===== src/rtl/core/csam_pkg.sv =====
// Shared types and constants for the contrast-stretch character mapper.
// Holds register indexes, reset values and the controller/datapath link types.
// No dependencies.
`default_nettype none

package csam_pkg;

  localparam int PixW   = 8;
  localparam int CountW = 5;
  localparam int LevelW = 4;
  localparam int CharW  = 8;
  localparam int WordW  = 32;
  localparam int CfgIdxW = 3;
  localparam int DivSteps = PixW;
  localparam int StepW  = $clog2(DivSteps);

  localparam logic [CfgIdxW-1:0] REG_STRETCH_MODE = 3'd0;
  localparam logic [CfgIdxW-1:0] REG_CHAR_COUNT   = 3'd1;
  localparam logic [CfgIdxW-1:0] REG_CHARS_0_3    = 3'd2;
  localparam logic [CfgIdxW-1:0] REG_CHARS_4_7    = 3'd3;
  localparam logic [CfgIdxW-1:0] REG_CHARS_8_11   = 3'd4;
  localparam logic [CfgIdxW-1:0] REG_CHARS_12_15  = 3'd5;

  localparam logic [CountW-1:0] COUNT_RESET = 5'd8;
  localparam logic [CountW-1:0] COUNT_MAX   = 5'd16;
  localparam logic [WordW-1:0]  CHARS_0_3_RESET = 32'h2B2A2340;
  localparam logic [WordW-1:0]  CHARS_4_7_RESET = 32'h202E3A2D;
  localparam logic [PixW-1:0]   MIN_RESET = 8'hFF;
  localparam logic [PixW-1:0]   MAX_RESET = 8'h00;

  typedef struct packed {
    logic scan_upd;
    logic map_load;
    logic div_step;
    logic out_load;
  } csam_cmd_t;

  typedef struct packed {
    logic need_div;
  } csam_stat_t;

endpackage

`default_nettype wire


===== src/rtl/core/contrast_stretch_ascii_mapper_unit.sv =====
// Top level of the contrast-stretch character mapper.
// Joins csam_ctrl and csam_dp; uses csam_pkg.
// A scan item gives no result and leaves the unit ready; a new item may follow at once.
// A map item with stretch on and a non-flat range runs the eight divider steps, then S_OUT;
// otherwise it goes to S_OUT at once. S_OUT waits for a free output, then takes the next item.
// Reset is synchronous and active low; it restores the register defaults and range.
`default_nettype none

module contrast_stretch_ascii_mapper_unit
  import csam_pkg::*;
(
  input  wire logic               clk,
  input  wire logic               rst_n,
  input  wire logic               in_tvalid,
  output logic                    in_tready,
  input  wire logic [7:0]         in_tdata,  // [7:0] pixel
  input  wire logic [1:0]         in_tuser,  // [0] operation, [1] frame_first
  output logic                    out_tvalid,
  input  wire logic               out_tready,
  output logic [15:0]             out_tdata, // [7:0] character, [11:8] level, [15:12] zero
  input  wire logic               cfg_we,
  input  wire logic [CfgIdxW-1:0] cfg_index,
  input  wire logic [WordW-1:0]   cfg_wdata
);

  csam_cmd_t         cmd;
  csam_stat_t        stat;
  logic [CharW-1:0]  out_char;
  logic [LevelW-1:0] out_level;

  csam_ctrl u_ctrl (
    .clk        (clk),
    .rst_n      (rst_n),
    .in_tvalid  (in_tvalid),
    .in_tready  (in_tready),
    .in_op      (in_tuser[0]),
    .out_tvalid (out_tvalid),
    .out_tready (out_tready),
    .stat       (stat),
    .cmd        (cmd)
  );

  csam_dp u_dp (
    .clk       (clk),
    .rst_n     (rst_n),
    .cfg_we    (cfg_we),
    .cfg_index (cfg_index),
    .cfg_wdata (cfg_wdata),
    .in_pixel  (in_tdata),
    .in_first  (in_tuser[1]),
    .cmd       (cmd),
    .stat      (stat),
    .out_char  (out_char),
    .out_level (out_level)
  );

  assign out_tdata = {4'b0000, out_level, out_char};

endmodule

`default_nettype wire


===== src/rtl/core/csam_ctrl.sv =====
// Controller state machine for the contrast-stretch character mapper.
// Sequences item intake, divider steps and the output register; uses csam_pkg.
`default_nettype none

module csam_ctrl
  import csam_pkg::*;
(
  input  wire logic       clk,
  input  wire logic       rst_n,
  input  wire logic       in_tvalid,
  output logic            in_tready,
  input  wire logic       in_op,
  output logic            out_tvalid,
  input  wire logic       out_tready,
  input  wire csam_stat_t stat,
  output csam_cmd_t       cmd
);

  localparam logic [1:0] S_IDLE = 2'd0;
  localparam logic [1:0] S_DIV  = 2'd1;
  localparam logic [1:0] S_OUT  = 2'd2;

  logic [1:0]       state_r, state_nxt;
  logic [StepW-1:0] step_r, step_nxt;
  logic             valid_r, valid_nxt;
  logic             accept;

  assign in_tready  = (state_r == S_IDLE);
  assign out_tvalid = valid_r;
  assign accept     = in_tvalid && in_tready;

  always_comb begin
    state_nxt    = state_r;
    step_nxt     = step_r;
    cmd.scan_upd = accept && !in_op;
    cmd.map_load = accept && in_op;
    cmd.div_step = 1'b0;
    cmd.out_load = 1'b0;
    unique case (state_r)
      S_IDLE: begin
        if (accept && in_op) begin
          step_nxt  = '0;
          state_nxt = stat.need_div ? S_DIV : S_OUT;
        end
      end
      S_DIV: begin
        cmd.div_step = 1'b1;
        step_nxt     = step_r + 1'b1;
        if (step_r == StepW'(DivSteps - 1)) begin
          state_nxt = S_OUT;
        end
      end
      S_OUT: begin
        if (!valid_r || out_tready) begin
          cmd.out_load = 1'b1;
          state_nxt    = S_IDLE;
        end
      end
      default: state_nxt = S_IDLE;
    endcase
  end

  always_comb begin
    if (cmd.out_load) begin
      valid_nxt = 1'b1;
    end else if (out_tready) begin
      valid_nxt = 1'b0;
    end else begin
      valid_nxt = valid_r;
    end
  end

  always_ff @(posedge clk) begin
    if (!rst_n) begin
      state_r <= S_IDLE;
      step_r  <= '0;
      valid_r <= 1'b0;
    end else begin
      state_r <= state_nxt;
      step_r  <= step_nxt;
      valid_r <= valid_nxt;
    end
  end

endmodule

`default_nettype wire


===== src/rtl/core/csam_dp.sv =====
// Datapath for the contrast-stretch character mapper: configuration registers,
// frame range tracking, restoring divider and table lookup; uses csam_pkg.
`default_nettype none

module csam_dp
  import csam_pkg::*;
(
  input  wire logic               clk,
  input  wire logic               rst_n,
  input  wire logic               cfg_we,
  input  wire logic [CfgIdxW-1:0] cfg_index,
  input  wire logic [WordW-1:0]   cfg_wdata,
  input  wire logic [PixW-1:0]    in_pixel,
  input  wire logic               in_first,
  input  wire csam_cmd_t          cmd,
  output csam_stat_t              stat,
  output logic [CharW-1:0]        out_char,
  output logic [LevelW-1:0]       out_level
);

  logic                  mode_r;
  logic [CountW-1:0]     count_r;
  logic [4*WordW-1:0]    chars_r;
  logic [PixW-1:0]       min_r, max_r;
  logic [PixW-1:0]       rem_r, rem_nxt;
  logic [PixW-1:0]       quo_r, quo_nxt;
  logic [PixW-1:0]       den_r;
  logic [CharW-1:0]      char_r;
  logic [LevelW-1:0]     level_r;

  logic [PixW-1:0]       clamped, diff, range;
  logic [2*PixW-1:0]     num;
  logic [PixW:0]         trial;
  logic [CountW-1:0]     count_sat;
  logic [PixW+CountW-1:0] prod;
  logic [LevelW-1:0]     idx;

  assign range         = max_r - min_r;
  assign stat.need_div = mode_r && (max_r > min_r);

  always_comb begin
    clamped = in_pixel;
    if (in_pixel < min_r) begin
      clamped = min_r;
    end
    if (in_pixel > max_r) begin
      clamped = max_r;
    end
  end

  assign diff  = clamped - min_r;
  assign num   = {diff, {PixW{1'b0}}} - {{PixW{1'b0}}, diff};
  assign trial = {rem_r, quo_r[PixW-1]};

  always_comb begin
    rem_nxt = rem_r;
    quo_nxt = quo_r;
    if (cmd.map_load) begin
      if (stat.need_div) begin
        rem_nxt = num[2*PixW-1:PixW];
        quo_nxt = num[PixW-1:0];
      end else begin
        rem_nxt = '0;
        quo_nxt = mode_r ? '0 : in_pixel;
      end
    end else if (cmd.div_step) begin
      if (trial >= {1'b0, den_r}) begin
        rem_nxt = PixW'(trial - {1'b0, den_r});
        quo_nxt = {quo_r[PixW-2:0], 1'b1};
      end else begin
        rem_nxt = trial[PixW-1:0];
        quo_nxt = {quo_r[PixW-2:0], 1'b0};
      end
    end
  end

  assign count_sat = (count_r > COUNT_MAX) ? COUNT_MAX : count_r;
  assign prod      = quo_r * count_sat;
  assign idx       = prod[PixW+LevelW-1:PixW];

  always_ff @(posedge clk) begin
    if (!rst_n) begin
      mode_r  <= 1'b0;
      count_r <= COUNT_RESET;
      chars_r <= {{2*WordW{1'b0}}, CHARS_4_7_RESET, CHARS_0_3_RESET};
      min_r   <= MIN_RESET;
      max_r   <= MAX_RESET;
    end else begin
      if (cfg_we) begin
        unique case (cfg_index)
          REG_STRETCH_MODE: mode_r                <= cfg_wdata[0];
          REG_CHAR_COUNT:   count_r               <= cfg_wdata[CountW-1:0];
          REG_CHARS_0_3:    chars_r[WordW-1:0]    <= cfg_wdata;
          REG_CHARS_4_7:    chars_r[2*WordW-1:WordW]   <= cfg_wdata;
          REG_CHARS_8_11:   chars_r[3*WordW-1:2*WordW] <= cfg_wdata;
          REG_CHARS_12_15:  chars_r[4*WordW-1:3*WordW] <= cfg_wdata;
          default: ;
        endcase
      end
      if (cmd.scan_upd) begin
        if (in_first) begin
          min_r <= in_pixel;
          max_r <= in_pixel;
        end else begin
          if (in_pixel < min_r) begin
            min_r <= in_pixel;
          end
          if (in_pixel > max_r) begin
            max_r <= in_pixel;
          end
        end
      end
    end
  end

  always_ff @(posedge clk) begin
    rem_r <= rem_nxt;
    quo_r <= quo_nxt;
    if (cmd.map_load) begin
      den_r <= range;
    end
    if (cmd.out_load) begin
      level_r <= idx;
      char_r  <= chars_r[idx*CharW +: CharW];
    end
  end

  assign out_char  = char_r;
  assign out_level = level_r;

endmodule

`default_nettype wire

===== config.mk =====
export PLATFORM = sky130hd
export DESIGN_NAME = contrast_stretch_ascii_mapper_unit
export DESIGN_NICKNAME = d
export VERILOG_FILES = /design/src/rtl/core/csam_pkg.sv /design/src/rtl/core/contrast_stretch_ascii_mapper_unit.sv /design/src/rtl/core/csam_ctrl.sv /design/src/rtl/core/csam_dp.sv
export SDC_FILE = /design/constraint.sdc
export NUM_CORES = 1
export LEC_CHECK = 0
export ABC_AREA = 1
export BUFFER_PORTS_ARGS = -buffer_cell sky130_fd_sc_hd__buf_4
export CAP_MARGIN = 30
export CORE_MARGIN = 3
export CORE_UTILIZATION = 40
export CTS_CLUSTER_DIAMETER = 80
export DETAILED_ROUTE_END_ITERATION = 8
export GPL_TIMING_DRIVEN = 0
export HOLD_SLACK_MARGIN = 0.15
export SETUP_SLACK_MARGIN = 0.2
export SLEW_MARGIN = 15
export SYNTH_ARGS = -nofsm -noshare
export SYNTH_HDL_FRONTEND = slang
export SYNTH_HIERARCHICAL = 1
export SYNTH_SLANG_ARGS = --single-unit
export TNS_END_PERCENT = 10

===== constraint.sdc =====
create_clock -name clk -period 5.3 [get_ports clk]
set_input_delay 1.325 -clock clk [delete_from_list [all_inputs] [get_ports clk]]
set_output_delay 1.325 -clock clk [all_outputs]
set_load 0.1 [all_outputs]

# After elaboration in Yosys (flattened, before gate mapping)
# Index checks and enable logic that the tools add are counted.
[totals]
regBits = 192
in_bits = 50
output_inout_bits = 18
wordCells = 91
[op_classes]
n_addsub = 5
mul = 1
n_lt_le_gt_ge = 5
n_eq_ne = 11
shifts = 1
mux = 28
reduce_logical = 24
[op_table]
columns = ["op", "count"]
rows = [
  ["128-bit by 8-bit variable part select with 8-bit output", 1],
  ["8-bit 2-to-1 mux", 14],
  ["8-bit subtractor", 3],
  ["2-bit AND reduction", 9],
  ["8-bit > comparator", 2],
  ["16-bit by 8-bit subtractor with 16-bit output", 1],
  ["8-bit by 5-bit multiplier with 12-bit output", 1],
  ["2-bit nonzero test", 5],
  ["3-bit equality test (second input constant)", 3],
  ["9-bit by 8-bit >= comparator with 1-bit output", 1],
  ["8-bit less-than comparator", 1],
  ["2-bit 2-to-1 mux", 4],
  ["3-bit by 2-bit equality test with 1-bit output (second input constant)", 2],
  ["1-bit 2-to-1 mux", 6],
  ["2-bit case mux with 3 select lines", 1],
  ["3-bit case mux with 2 select lines", 1],
  ["5-bit > comparator (second input constant)", 1],
  ["5-bit 2-to-1 mux", 1],
  ["1-bit logical AND", 4],
  ["2-bit by 1-bit inequality test with 1-bit output (second input constant)", 2],
  ["3-bit by 1-bit adder with 3-bit output (second input constant)", 1],
  ["3-bit by 1-bit equality test with 1-bit output (second input constant)", 1],
  ["3-bit logical NOT", 1],
  ["3-bit 2-to-1 mux", 1],
  ["other kinds (7)", 8],
]

# Depth between registers and ports, before layout
# Gate-level depths: netlist of the first run.
[depth]
word_depth = 7
depth_mapped = 31
mapped_depth_nobuf = 31

# By module
# The synthesis of the first run kept the hierarchy.
[by_module_without_submodules]
columns = ["module", "n_inst", "cells_per_inst", "area_per_inst_um2", "seq_area_each_um2"]
rows = [
  ["csam_dp", 1, 1577, 10941.7, 4083.9],
  ["csam_ctrl", 1, 49, 330.3, 120.1],
  ["contrast_stretch_ascii_mapper_unit", 1, 5, 33.8, 0.0],
]

# Least setup slack after synthesis of the first run
# No wires, ideal clock.
[synth_timing]
kind = "in2reg"
from = "in in_tdata[7]"
to = "reg u_dp.rem_r[2] (data pin)"
setup_ps = 253
arrival_time_ps = 4055
required_ps = 5047
slack_ps = 993
cell_stages = 23
path_buffers = 1
path_cell_list = "ha_1 > a21oi_1 > o21a_1 > nand2_1 > clkbuf_1 > o21ai_0 > o21ai_0 > ha_1 > nand2_1 > nand2_1 > nand2_1 > nand2_1 > or2_2 > nand2_1 > nand2_1 > nor2_1 > nand2_1 > nor2_1 > nand2_1 > nand2_1 > nand2_1 > nand2_1 > nand2_1"
[synth_via]
elab_chain_cells = 7
word_cells_on_any_way = 8
classes_between = "add/sub: 2; order compare: 2; mux: 4"
[synth_lines]
columns = ["element", "line", "rtl"]
rows = [
  ["start: declaration", "contrast_stretch_ascii_mapper_unit.sv:16", "input wire logic [7:0] in_tdata,"],
  ["8-bit less-than comparator", "csam_dp.sv:43", "if (in_pixel < min_r) begin"],
  ["8-bit 2-to-1 mux", "csam_dp.sv:43", ""],
  ["8-bit 2-to-1 mux *", "csam_dp.sv:46", "if (in_pixel > max_r) begin"],
  ["8-bit subtractor *", "csam_dp.sv:51", "assign diff = clamped - min_r;"],
  ["16-bit by 8-bit subtractor with 16-bit output *", "csam_dp.sv:52", "assign num = {diff, {PixW{1'b0}}} - {{PixW{1'b0}}, diff};"],
  ["8-bit 2-to-1 mux *", "csam_dp.sv:59", "if (stat.need_div) begin"],
  ["8-bit 2-to-1 mux *", "csam_dp.sv:58", "if (cmd.map_load) begin"],
  ["via u_dp.rem_nxt[2]", "csam_dp.sv:25", "logic [PixW-1:0] rem_r, rem_nxt;"],
  ["end signal: assignment", "csam_dp.sv:117", "rem_r <= rem_nxt;"],
  ["end: declaration", "csam_dp.sv:25", ""],
]
# The timed path passes the listed nets; every way through them passes the cells marked *.
# A chain may end at the register's enable or synchronous reset.

# Final worst setup path of the first run
[layout_timing]
from = "reg u_dp.count_r[4]"
to = "reg u_dp.char_r[0] (netlist: u_dp/out_char[0]) (data pin)"
[layout_via]
elab_chain_cells = 4
[layout_lines]
columns = ["element", "line", "rtl"]
rows = [
  ["start: declaration", "csam_dp.sv:22", "logic [CountW-1:0] count_r;"],
  ["start signal: assignment", "csam_dp.sv:92", "REG_CHAR_COUNT: count_r <= cfg_wdata[CountW-1:0];"],
  ["5-bit > comparator", "csam_dp.sv:77", "assign count_sat = (count_r > COUNT_MAX) ? COUNT_MAX : count_r;"],
  ["5-bit 2-to-1 mux *", "csam_dp.sv:77", ""],
  ["8-bit by 5-bit multiplier with 12-bit output *", "csam_dp.sv:78", "assign prod = quo_r * count_sat;"],
  ["128-bit by 8-bit variable part select with 8-bit output *", "csam_dp.sv:124", "char_r <= chars_r[idx*CharW +: CharW];"],
  ["end signal: assignment", "csam_dp.sv:124", ""],
  ["end: declaration", "csam_dp.sv:28", "logic [CharW-1:0] char_r;"],
]
# Mark *: on every way between the ends. The rest lies on a longest branch, timed or not.

==> results of run 1 <==
power breakdown:
group | internal (mW) | total, mW | switching, mW
combinational | 0.361 | 1.14 | 0.779
sequential | 1.57 | 1.61 | 0.0385
clock | 0.627 | 1.28 | 0.649
sequential cells by signal, indices dropped and copies added, names as in the netlist:
register,cells
u_dp/mode_r,1
u_dp/count_r,5
u_dp/chars_r,128
u_dp/out_level,4
u_dp/rem_r,8
u_dp/quo_r,8
u_dp/den_r,8
u_dp/out_char,8
u_dp/max_r,8
u_dp/min_r,8
u_ctrl/state_r,2
u_ctrl/out_tvalid,1
u_ctrl/step_r,3
timing repair:
action / CTS / global route
endpoints found under the setup margin: 0 / 8
setup buffers: 0 / 0
gates resized for setup: 0 / 4
hold buffers: 0 / 0
synthesized netlist by cell type, types with 3 or more instances:
| master | n |
|---|---|
| buf_4 | 9 |
| o211ai_1 | 11 |
| xnor2_1 | 9 |
| nor2_2 | 3 |
| edfxtp_1 | 36 |
| o21a_1 | 3 |
| nand2_4 | 4 |
| buf_6 | 6 |
| nand2_2 | 7 |
| clkbuf_1 | 42 |
| nor2_1 | 262 |
| nand4_1 | 4 |
| inv_1 | 130 |
| buf_2 | 11 |
| dfxtp_1 | 156 |
| ha_1 | 60 |
| o221ai_1 | 5 |
| nand3b_1 | 4 |
| o21ai_0 | 142 |
| fa_1 | 18 |
| a21oi_1 | 52 |
| or2_2 | 3 |
| nand3_1 | 70 |
| xor2_1 | 11 |
| nand2_1 | 541 |
worst reg2reg max path, stage by stage, from the launching register on:
cell and delay [ns]:
dfxtp_1 0.33, buf_6 0.16, inv_6 0.06, nand2_1 0.21, nor2_2 0.07, fa_1 0.49, fa_1 0.54, inv_1 0.05
fa_1 0.53, inv_1 0.04, ha_1 0.31, a21oi_1 0.16, nor2_1 0.05, a211oi_1 0.16, nand2_1 0.11, or2_2 0.31
nand2_4 0.13, inv_2 0.09, buf_2 0.21, nand2_1 0.09, nand2_1 0.06, nand2_1 0.05, nand2_1 0.13, nand2_1 0.09
nand2_1 0.07
through the flow:
step / setup slack (ns) / utilization / hold WS [ns] / cell area (um^2)
6_report: 0.561 / 0.469 / 0.462 / 12800
4_1_cts: 0.378 / 0.468 / 0.460 / 12800
5_1_grt: 0.205 / 0.469 / 0.476 / 12800
3_3_place_gp: 0.394 / 0.447 / 0.438 / 12300
3_5_place_dp: 0.325 / 0.447 / 0.443 / 12300
2_1_floorplan: 0.993 / - / 0.429 / 11300
logic make-up after synthesis:
logic type / after synthesis / synth area share
AOI/OAI and AO/OA: 224 / 0.107
xor gates and xnor gates: 24 / 0.0222
buffers and inverters: 205 / 0.0789
other: 1 / 0.000332
adders and majority gates: 78 / 0.0983
DFF: 192 / 0.372
and+or+nand+nor: 907 / 0.321
final timing paths:
kind                       to  slack, ns  depth (start not counted)
max          u_dp/out_char[0]       0.56                         24
min          u_dp/chars_r[19]       0.46                          2
max reg2reg  u_dp/out_char[0]       0.56                         24
min reg2reg  u_dp/chars_r[19]       0.46                          2
layer usage:
metal	GRT usage	routed length (um)
met5	0	20
met4	0.0553	664
met3	0.0323	2100
met2	0.347	15000
met1	0.331	16600
layout make-up:
type	instances	share of cell area
Tap cell	372	0.0362
Clock buffer	18	0.0334
Buffer	72	0.0300
Sequential cell	192	0.327
Multi-Input combinational cell	1237	0.485
Timing Repair Buffer	63	0.0368
Inverter	133	0.0394
Clock inverter	14	0.0114
==> reports/metrics.csv, run 1 <==
stage,metric,value,unit
synthesis,synth-edff-count,36,
sta,maxSlewViolCount,0,
sta,slew-limit-headroom,0.392,
drt,first_iter_violations,1035,
critical_path,required,5.49,ns
floorplan,die_area,30300,um^2
critical_path,crit_path_max_incr_delay,0.54,ns
floorplan,start_util,0.413,
sta,rsz0062_at_grt,no,
drt,wl_per_cell,16.4,um
critical_path,worstPathCellList,buf_6 > inv_6 > nand2_1 > nor2_2 > fa_1 > fa_1 > inv_1 > fa_1 > inv_1 > ha_1 > a21oi_1 > nor2_1 > a211oi_1 > nand2_1 > or2_2 > nand2_4 > inv_2 > buf_2 > nand2_1 > nand2_1 > nand2_1 > nand2_1 > nand2_1 > nand2_1,
synthesis,synth_seq_cells,192,
status,status,completed,
critical_path,path_common_cell,nand2_1,
layout,antenna_cells,0,
synthesis,syn_area_per_cell,6.93,um^2
placement,dp.cells,2069,
synthesis,async_flop_share,0,
sta,period_share,0.894,
layout,multi_input_comb_area,6240,um^2
layout,layout_commonest_cell,nand2_1,
synthesis,synthCells,1631,
critical_path,critPathLaunchType,flip-flop,
floorplan,core_area,27400,um^2
placement,portBuffers,63,
sta,max_freq,211,MHz
clock_network,clkTransAtPathRegs,0.08,ns
floorplan,die-height,174,um
critical_path,crit_family,adder cells,
global_route,track_usage,0.225,
sta,tns,0,ns
layout,fillers,2812,
placement,dp_hpwl,26.7,mm
layout,stdcell_count,2101,
critical_path,crit_path_end_kind,flip-flop,
clock_network,clock_sinks,192,
synthesis,ys_seq_area_frac,0.372,
layout,layout_common_cells,"541 x nand2_1, 261 x nor2_1, 156 x dfxtp_1, 142 x o21ai_0, 130 x inv_1",
drt,routed_wl,34.4,mm
synthesis,synth_top_area_frac,0.276,
sta,hold_violations,0,
synthesis,synthTopCellsByArea,"dfxtp_1 28%, nand2_1 18%, edfxtp_1 9.6%",
global_route,antenna_found_initial,2,
synthesis,netlist-cell-type-count,49,
drt,drt-vias-per-instance,5.07,
synthesis,yosys_warnings,6,
critical_path,arrival,4.93,ns
layout,drive_gt1_frac,0.0891,
critical_path,slowest_stage,fa_1,
clock_network,clockRootBuffer,clkbuf_16,
clock_network,cts_tree,done,
worst_hold_path,hp-class,flip-flop to flip-flop,
critical_path,crit_start,u_dp/count_r[4],
layout,layout.nets,1844,
critical_path,reg2reg_from,u_dp/count_r[4],
floorplan,die-width,174,um
sta,period_minus_slack,4.74,ns
layout,syn_to_final_growth,13.6,%
sta,worstMarginPinSlew,0.906,ns
synthesis,yosysTopAreaCell,dfxtp_1,
worst_hold_path,hold_start,u_dp/chars_r[19],
power_and_ir_drop,p_leak,6.31,nW
global_route,grt_pass1_wl,53.6,mm
synthesis,synthFlopType,dfxtp_1,
power_and_ir_drop,ir_drop,0.205,mV
drt,drc,0,
global_route,grt.overflow.total,0,
synthesis,syn-cell-area,11300,um^2
critical_path,critPathMaxFanout,10,
floorplan,io_pins,68,
global_route,grt_max_degree,20,
critical_path,critPathKind,flip-flop to flip-flop,
drt,ant_nets,0,
drt,firstDrtPassIters,5,
placement,routabilityCongestion,0.902,
clock_network,numCtsBuffers,17,
sta,setup_viol_count_final,0,
layout,seq_area,4200,um^2
clock_network,cts.htree.levels,4,
global_route,grt_pass1_vias,9759,
floorplan,num_rows,60,
power_and_ir_drop,pwr_density_cell,313,nW/um^2
run,drv_cap,0,
power_and_ir_drop,p_total,4.03,mW
sta,skew,0.0147,ns
drt,num_vias,10700,
clock_network,clk_latency,0.44,ns
clock_network,clockBufferDepth,2,
critical_path,crit_buf_inv,6,
No activity file was read; power rests on OpenSTA's default activity.
==> run 2: changes to the inputs <==
- CORE_ASPECT_RATIO: unset -> 2
- CORE_UTILIZATION: 40 -> 30
==> run 2 against run 1 <==
Effect of this change:
- global-route usage shrank 2.9 points
- non-clock buffer count did not move
- worst hold slack worse by 0.0014 ns
- sequential power about the same
- die area up 33%
- sequential cell count stayed put
- first-iteration DRC count fell by 39%
- clock-buffer cell count increased by 2
- total power up 1.0%
- combinational power barely moved
- largest power group unchanged
==> reports/metrics.csv, run 2 (synthesized netlist as in run 1, its figures left out) <==
stage,metric,value,unit,change
critical_path,critPathKind,flip-flop to flip-flop,,unchanged
global_route,track_usage,0.195,,was 0.225
drt,first_iter_violations,629,,"was 1,035"
layout,layout_common_cells,"541 x nand2_1, 262 x nor2_1, 156 x dfxtp_1, 142 x o21ai_0, 130 x inv_1",,"was 541 x nand2_1, 261 x nor2_1, 156 x dfxtp_1, 142 x o21ai_0, 130 x inv_1"
worst_hold_path,whs_path_depth,2,,unchanged
drt,num_vias,10900,,was 10.7k
sta,tns,0,ns,unchanged
drt,ant_nets,0,,unchanged
power_and_ir_drop,ir_drop,0.222,mV,was 0.205 mV
critical_path,path_common_cell,nand2_1,,unchanged
layout,largest_reg_flops,128,,unchanged
layout,post-route-util,0.349,,was 0.469
floorplan,start_util,0.304,,was 0.413
drt,drt-vias-per-instance,4.98,,was 5.07
worst_hold_path,hp-class,flip-flop to flip-flop,,unchanged
critical_path,crit_buf_inv,5,,was 6
run,drv_cap,0,,unchanged
critical_path,critPathLaunchType,flip-flop,,unchanged
global_route,grt.overflow.total,0,,unchanged
critical_path,worstPathCellList,buf_6 > inv_6 > nand2_1 > nor2_1 > fa_1 > fa_1 > inv_1 > fa_1 > inv_1 > ha_1 > a21oi_1 > o21a_1 > nand2_4 > nand2_4 > nand2_8 > buf_6 > nand2_1 > nand2_1 > nand2_1 > nand2_1 > nand2_1 > nand2_1 > nand2_1 > nand2_1,,was buf_6 > inv_6 > nand2_1 > nor2_2 > fa_1 > fa_1 > inv_1 > fa_1 > inv_1 > ha_1 > a21oi_1 > nor2_1 > a211oi_1 > nand2_1 > or2_2 > nand2_4 > inv_2 > buf_2 > nand2_1 > nand2_1 > nand2_1 > nand2_1 > nand2_1 > nand2_1
floorplan,die-width,143,um,was 174 um
drt,routed_wl,39.3,mm,was 34.4 mm
layout,seq_area,4200,um^2,unchanged
floorplan,die-height,281,um,was 174 um
layout,finalInstanceArea,13000,um^2,"was 12,800 um^2"
critical_path,crit_path_end_kind,flip-flop,,unchanged
sta,skew,0.0108,ns,was 0.0147 ns
worst_hold_path,hold_start,u_dp/chars_r[32],,was u_dp/chars_r[19]
placement,dp_hpwl,31.5,mm,was 26.7 mm
global_route,grt_pass1_vias,10800,,"was 9,759"
global_route,grt_pass1_wl,58.8,mm,was 53.6 mm
layout,layout_commonest_cell,nand2_1,,unchanged
sta,setup_slack,0.537,ns,was 0.561 ns
sta,period_share,0.899,,was 0.894
floorplan,die_area,40200,um^2,"was 30,300 um^2"
clock_network,clk_latency,0.46,ns,was 0.44 ns
placement,routabilityCongestion,0.979,,was 0.902
sta,setup_viol_count_final,0,,unchanged
power_and_ir_drop,p_leak,6.33,nW,was 6.31 nW
floorplan,num_rows,100,,was 60
critical_path,arrival,4.98,ns,was 4.93 ns
critical_path,critPathMaxFanout,10,,unchanged
clock_network,clock_sinks,192,,unchanged
worst_hold_path,hold-path-endpoint,u_dp/chars_r[32],,was u_dp/chars_r[19]
placement,portBuffers,63,,unchanged
placement,dpl_cell_area,12400,um^2,"was 12,300 um^2"
floorplan,io_pins,68,,unchanged
clock_network,numCtsBuffers,17,,unchanged
layout,largest-register,u_dp/chars_r,,unchanged
critical_path,crit_path_max_incr_delay,0.55,ns,was 0.54 ns
layout,drive_gt1_frac,0.0891,,unchanged
sta,hold_violations,0,,unchanged
status,status,completed,,unchanged
critical_path,required,5.52,ns,was 5.49 ns
layout,syn_to_final_growth,14.6,%,was 13.6%
critical_path,crit_start,u_dp/count_r[4],,unchanged
power_and_ir_drop,pwr_density_cell,314,nW/um^2,was 313 nW/um^2
sta,max_freq,210,MHz,was 211 MHz
global_route,grt_max_degree,19,,was 20
sta,period_minus_slack,4.76,ns,was 4.74 ns
power_and_ir_drop,p_total,4.07,mW,was 4.03 mW
global_route,antenna_found_initial,1,,was 2
critical_path,reg2reg_slack,0.54,ns,was 0.56 ns
clock_network,clockRootBuffer,clkbuf_16,,unchanged
critical_path,crit_family,adder cells,,unchanged
critical_path,critical_path_depth,24,,unchanged
drt,wl_per_cell,18.0,um,was 16.4 um
critical_path,reg2reg_to,u_dp/out_char[0],,unchanged
clock_network,cts.htree.levels,4,,unchanged
drt,firstDrtPassIters,5,,unchanged
layout,layout.nets,1844,,unchanged
sta,slew-limit-headroom,0.379,,was 0.392
placement,pre_cts_ws,0.144,ns,was 0.325 ns
layout,fillers,3975,,"was 2,812"
sta,maxSlewViolCount,0,,unchanged
floorplan,core_area,37200,um^2,"was 27,400 um^2"
clock_network,clkTransAtPathRegs,0.08,ns,about the same
critical_path,r2r_cells,24,,unchanged
drt,drc,0,,unchanged
critical_path,reg2reg_from,u_dp/count_r[4],,unchanged
clock_network,cts_tree,done,,unchanged
clock_network,cts_hold_buf,0,,unchanged
sta,rsz0062_at_grt,yes,,was no
sta,worstMarginPinSlew,0.924,ns,was 0.906 ns
critical_path,slowest_stage,fa_1,,unchanged
clock_network,clockBufferDepth,2,,unchanged
layout,multi_input_comb_area,6230,um^2,was 6240 um^2
==> run 2: cell types whose count changed in the layout (fill, tap and decap cells not counted), sizes merged <==
cell,delta
diode,+1
inv,+3
clkbuf,+2
clkinv,-2
clkinvlp,-3
==> run 2: metal layers <==
| metal | vias to the layer above | share of wire | track usage |
|---|---|---|---|
| met5 | - | 0 | 0 |
| met4 | 0 | 0.099 | 0.157 |
| met3 | 156 | 0.037 | 0.0273 |
| met2 | 353 | 0.54 | 0.377 |
| met1 | 5048 | 0.32 | 0.173 |
| li1 | 5347 | - | - |
==> run 2: power by group <==
part / internal (mW) / switching, mW / leakage, nW
clock: 0.662 / 0.646 / 0.291
combinational: 0.361 / 0.788 / 4.43
sequential: 1.57 / 0.0399 / 1.61
==> run 2: metrics by stage <==
step                hold WS [ns]  cells
finish                     0.460   2189
global route               0.480   2188
CTS                        0.462   2188
detailed placement         0.444   2156
global placement           0.438   2156
floorplan                  0.429   1634
==> run 2: cell type report <==
class | count | share of cell area
tap | 459 | 0.0443
clock buffer | 20 | 0.0360
sequential | 192 | 0.324
antenna | 1 | 0.000193
multi-input combinational | 1237 | 0.481
clock inverter | 12 | 0.00898
timing repair buffer | 63 | 0.0365
inverter | 133 | 0.0391
buffer | 72 | 0.0297
==> run 2: what timing repair did <==
| item | CTS | global route |
|---|---|---|
| resized for setup | 0 | 1 |
| setup endpoints to repair | 0 | 8 |
| buffers inserted | 0 | 0 |
==> run 2: worst max-delay path by stage <==
stage                            end  slack [ns]
floorplan              u_dp/rem_r[2]        0.99
global placement       u_dp/rem_r[2]        0.17
finish              u_dp/out_char[0]        0.54
global route           u_dp/rem_r[2]        0.18
CTS                 u_dp/out_char[3]        0.44
detailed placement     u_dp/rem_r[2]        0.14
==> run 2: tightest hold or removal path, stage by stage, from the launching register on <==
cell	delay [ns]
dfxtp_1	0.33
nand2_1	0.05
nand3_1	0.05
==> run 3: changes to the inputs <==
- CTS_BUF_LIST: unset -> sky130_fd_sc_hd__clkbuf_2
==> run 3 against run 2 <==
Effect of this change:
- cell count barely moved
- clock power down 44%
- first-iteration DRC count rose by 0.32%
- critical path depth down 1
- die area unchanged
- largest power group unchanged
- largest cell class unchanged
- sequential power about the same
- non-clock buffer count is the same
==> reports/metrics.csv, run 3 (synthesized netlist as in run 1, its figures left out) <==
stage,metric,value,unit,change
clock_network,clockBufferDepth,2,,unchanged
layout,fillers,4025,,"was 3,975"
power_and_ir_drop,ir_drop,0.120,mV,was 0.222 mV
power_and_ir_drop,pwr_density_cell,278,nW/um^2,was 314 nW/um^2
drt,routed_wl,39.2,mm,was 39.3 mm
worst_hold_path,hp-class,flip-flop to flip-flop,,unchanged
sta,maxSlewViolCount,0,,unchanged
placement,dp.cells,2156,,unchanged
floorplan,num_rows,100,,unchanged
layout,finalInstanceArea,12600,um^2,"was 13,000 um^2"
drt,drc,0,,unchanged
layout,drive_gt1_frac,0.0879,,was 0.0891
global_route,grt_pass1_vias,10700,,was 10.8k
placement,portBuffers,63,,unchanged
drt,drt-vias-per-instance,4.95,,was 4.98
floorplan,io_pins,68,,unchanged
clock_network,cts.htree.levels,4,,unchanged
sta,worstMarginPinSlew,0.948,ns,was 0.924 ns
layout,stdcell_count,2190,,"was 2,189"
critical_path,required,6.05,ns,was 5.52 ns
global_route,grt_pass1_wl,58.6,mm,was 58.8 mm
sta,period_minus_slack,4.76,ns,about the same
layout,layout.nets,1844,,unchanged
clock_network,clock_sinks,192,,unchanged
critical_path,arrival,5.51,ns,was 4.98 ns
sta,period_share,0.899,,about the same
floorplan,die-width,143,um,unchanged
critical_path,critPathMaxFanout,10,,unchanged
floorplan,start_util,0.304,,unchanged
drt,first_iter_violations,631,,was 629
clock_network,clkTransAtPathRegs,0.30,ns,was 0.08 ns
critical_path,crit_path_end_kind,flip-flop,,unchanged
floorplan,die_area,40200,um^2,unchanged
clock_network,cts_tree,done,,unchanged
global_route,grt_max_degree,19,,unchanged
placement,dp_hpwl,31.5,mm,unchanged
clock_network,cts_setup_buffers,0,,unchanged
drt,firstDrtPassIters,5,,unchanged
layout,layout_common_cells,"541 x nand2_1, 262 x nor2_1, 156 x dfxtp_1, 142 x o21ai_0, 130 x inv_1",,unchanged
layout,layout_commonest_cell,nand2_1,,unchanged
global_route,antenna_found_initial,2,,was 1
sta,setup_slack,0.536,ns,was 0.537 ns
sta,skew,0.0570,ns,was 0.0108 ns
status,status,completed,,unchanged
sta,tns,0,ns,unchanged
clock_network,clk_latency,0.87,ns,was 0.46 ns
drt,num_vias,10800,,was 10.9k
placement,pre_cts_ws,0.144,ns,unchanged
global_route,track_usage,0.194,,was 0.195
floorplan,die-height,281,um,unchanged
sta,setup_viol_count_final,0,,unchanged
layout,largest-register,u_dp/chars_r,,unchanged
critical_path,critPathLaunchType,flip-flop,,unchanged
run,drv_cap,0,,unchanged
drt,ant_nets,0,,unchanged
placement,routabilityCongestion,0.979,,unchanged
global_route,grt.overflow.total,0,,unchanged
sta,slew-limit-headroom,0.363,,was 0.379
clock_network,numCtsBuffers,17,,unchanged
sta,hold_violations,0,,unchanged
layout,syn_to_final_growth,11.4,%,was 14.6%
layout,largest_reg_flops,128,,unchanged
clock_network,clockRootBuffer,clkbuf_2,,was clkbuf_16
clock_network,cts_resized,0,,unchanged
sta,max_freq,210,MHz,about the same
power_and_ir_drop,p_leak,6.17,nW,was 6.33 nW
drt,wl_per_cell,17.9,um,was 18.0 um
critical_path,critPathKind,flip-flop to flip-flop,,unchanged
sta,rsz0062_at_grt,no,,was yes
floorplan,core_area,37200,um^2,unchanged
placement,dpl_cell_area,12400,um^2,unchanged
clock_network,cts_hold_buf,0,,unchanged
## run 3: path summary, 6_finish.rpt
kind	from	to	slack, ns	cells past startpoint
setup reg to reg	u_dp/count_r[4]	u_dp/out_char[2]	0.54	23
setup / recovery	u_dp/count_r[4]	u_dp/out_char[2]	0.54	23
hold / removal	u_ctrl/step_r[2]	u_ctrl/step_r[2]	0.48	2
hold reg to reg	u_ctrl/step_r[2]	u_ctrl/step_r[2]	0.48	2
## run 3: per-stage QoR
| stage | power, mW | hold slack [ns] | utilization |
|---|---|---|---|
| finish | 3.50 | 0.483 | 0.339 |
| floorplan | 2.42 | 0.429 | - |
| CTS | 3.52 | 0.487 | 0.338 |
| global placement | 2.77 | 0.438 | 0.333 |
| global route | 3.69 | 0.500 | 0.339 |
| detailed placement | 2.78 | 0.444 | 0.333 |
## run 3: layout make-up
class	count	area, um^2	area share
well taps	459	574	0.0456
multi-input cells	1237	6230	0.495
flip-flops and latches	192	4200	0.334
diodes	2	5.00	0.000398
repair buffers	63	473	0.0376
plain buffers	72	385	0.0306
inverters	133	507	0.0403
clock inverters	15	128	0.0101
clock buffers	17	85.1	0.00676
## run 3: worst max-delay path: stages, from the launching register on
cell     delay [ns]
dfxtp_1        0.37
buf_6          0.15
inv_6          0.08
nand2_1        0.20
nor2_1         0.22
fa_1           0.47
fa_1           0.54
inv_1          0.05
fa_1           0.53
inv_1          0.04
ha_1           0.31
a21oi_1        0.17
o21a_1         0.27
nand3_4        0.22
nand2_8        0.20
buf_6          0.19
nand2_1        0.06
nand2_1        0.16
nand2_1        0.08
nand2_1        0.06
nand2_1        0.04
nand2_1        0.08
nand2_1        0.06
nand2_1        0.09
## run 3: where the power goes
group / leakage (nW) / switching, mW / internal (mW)
Sequential: 1.61 / 0.0399 / 1.58
Clock: 0.138 / 0.584 / 0.146
Combinational: 4.43 / 0.788 / 0.361
Total: 6.17 / 1.41 / 2.09
## run 3: layer usage
layer | GRT usage | part of all wire
met4 | 0.153 | 0.092
met3 | 0.0290 | 0.036
met5 | 0 | 0
met1 | 0.173 | 0.32
met2 | 0.374 | 0.55
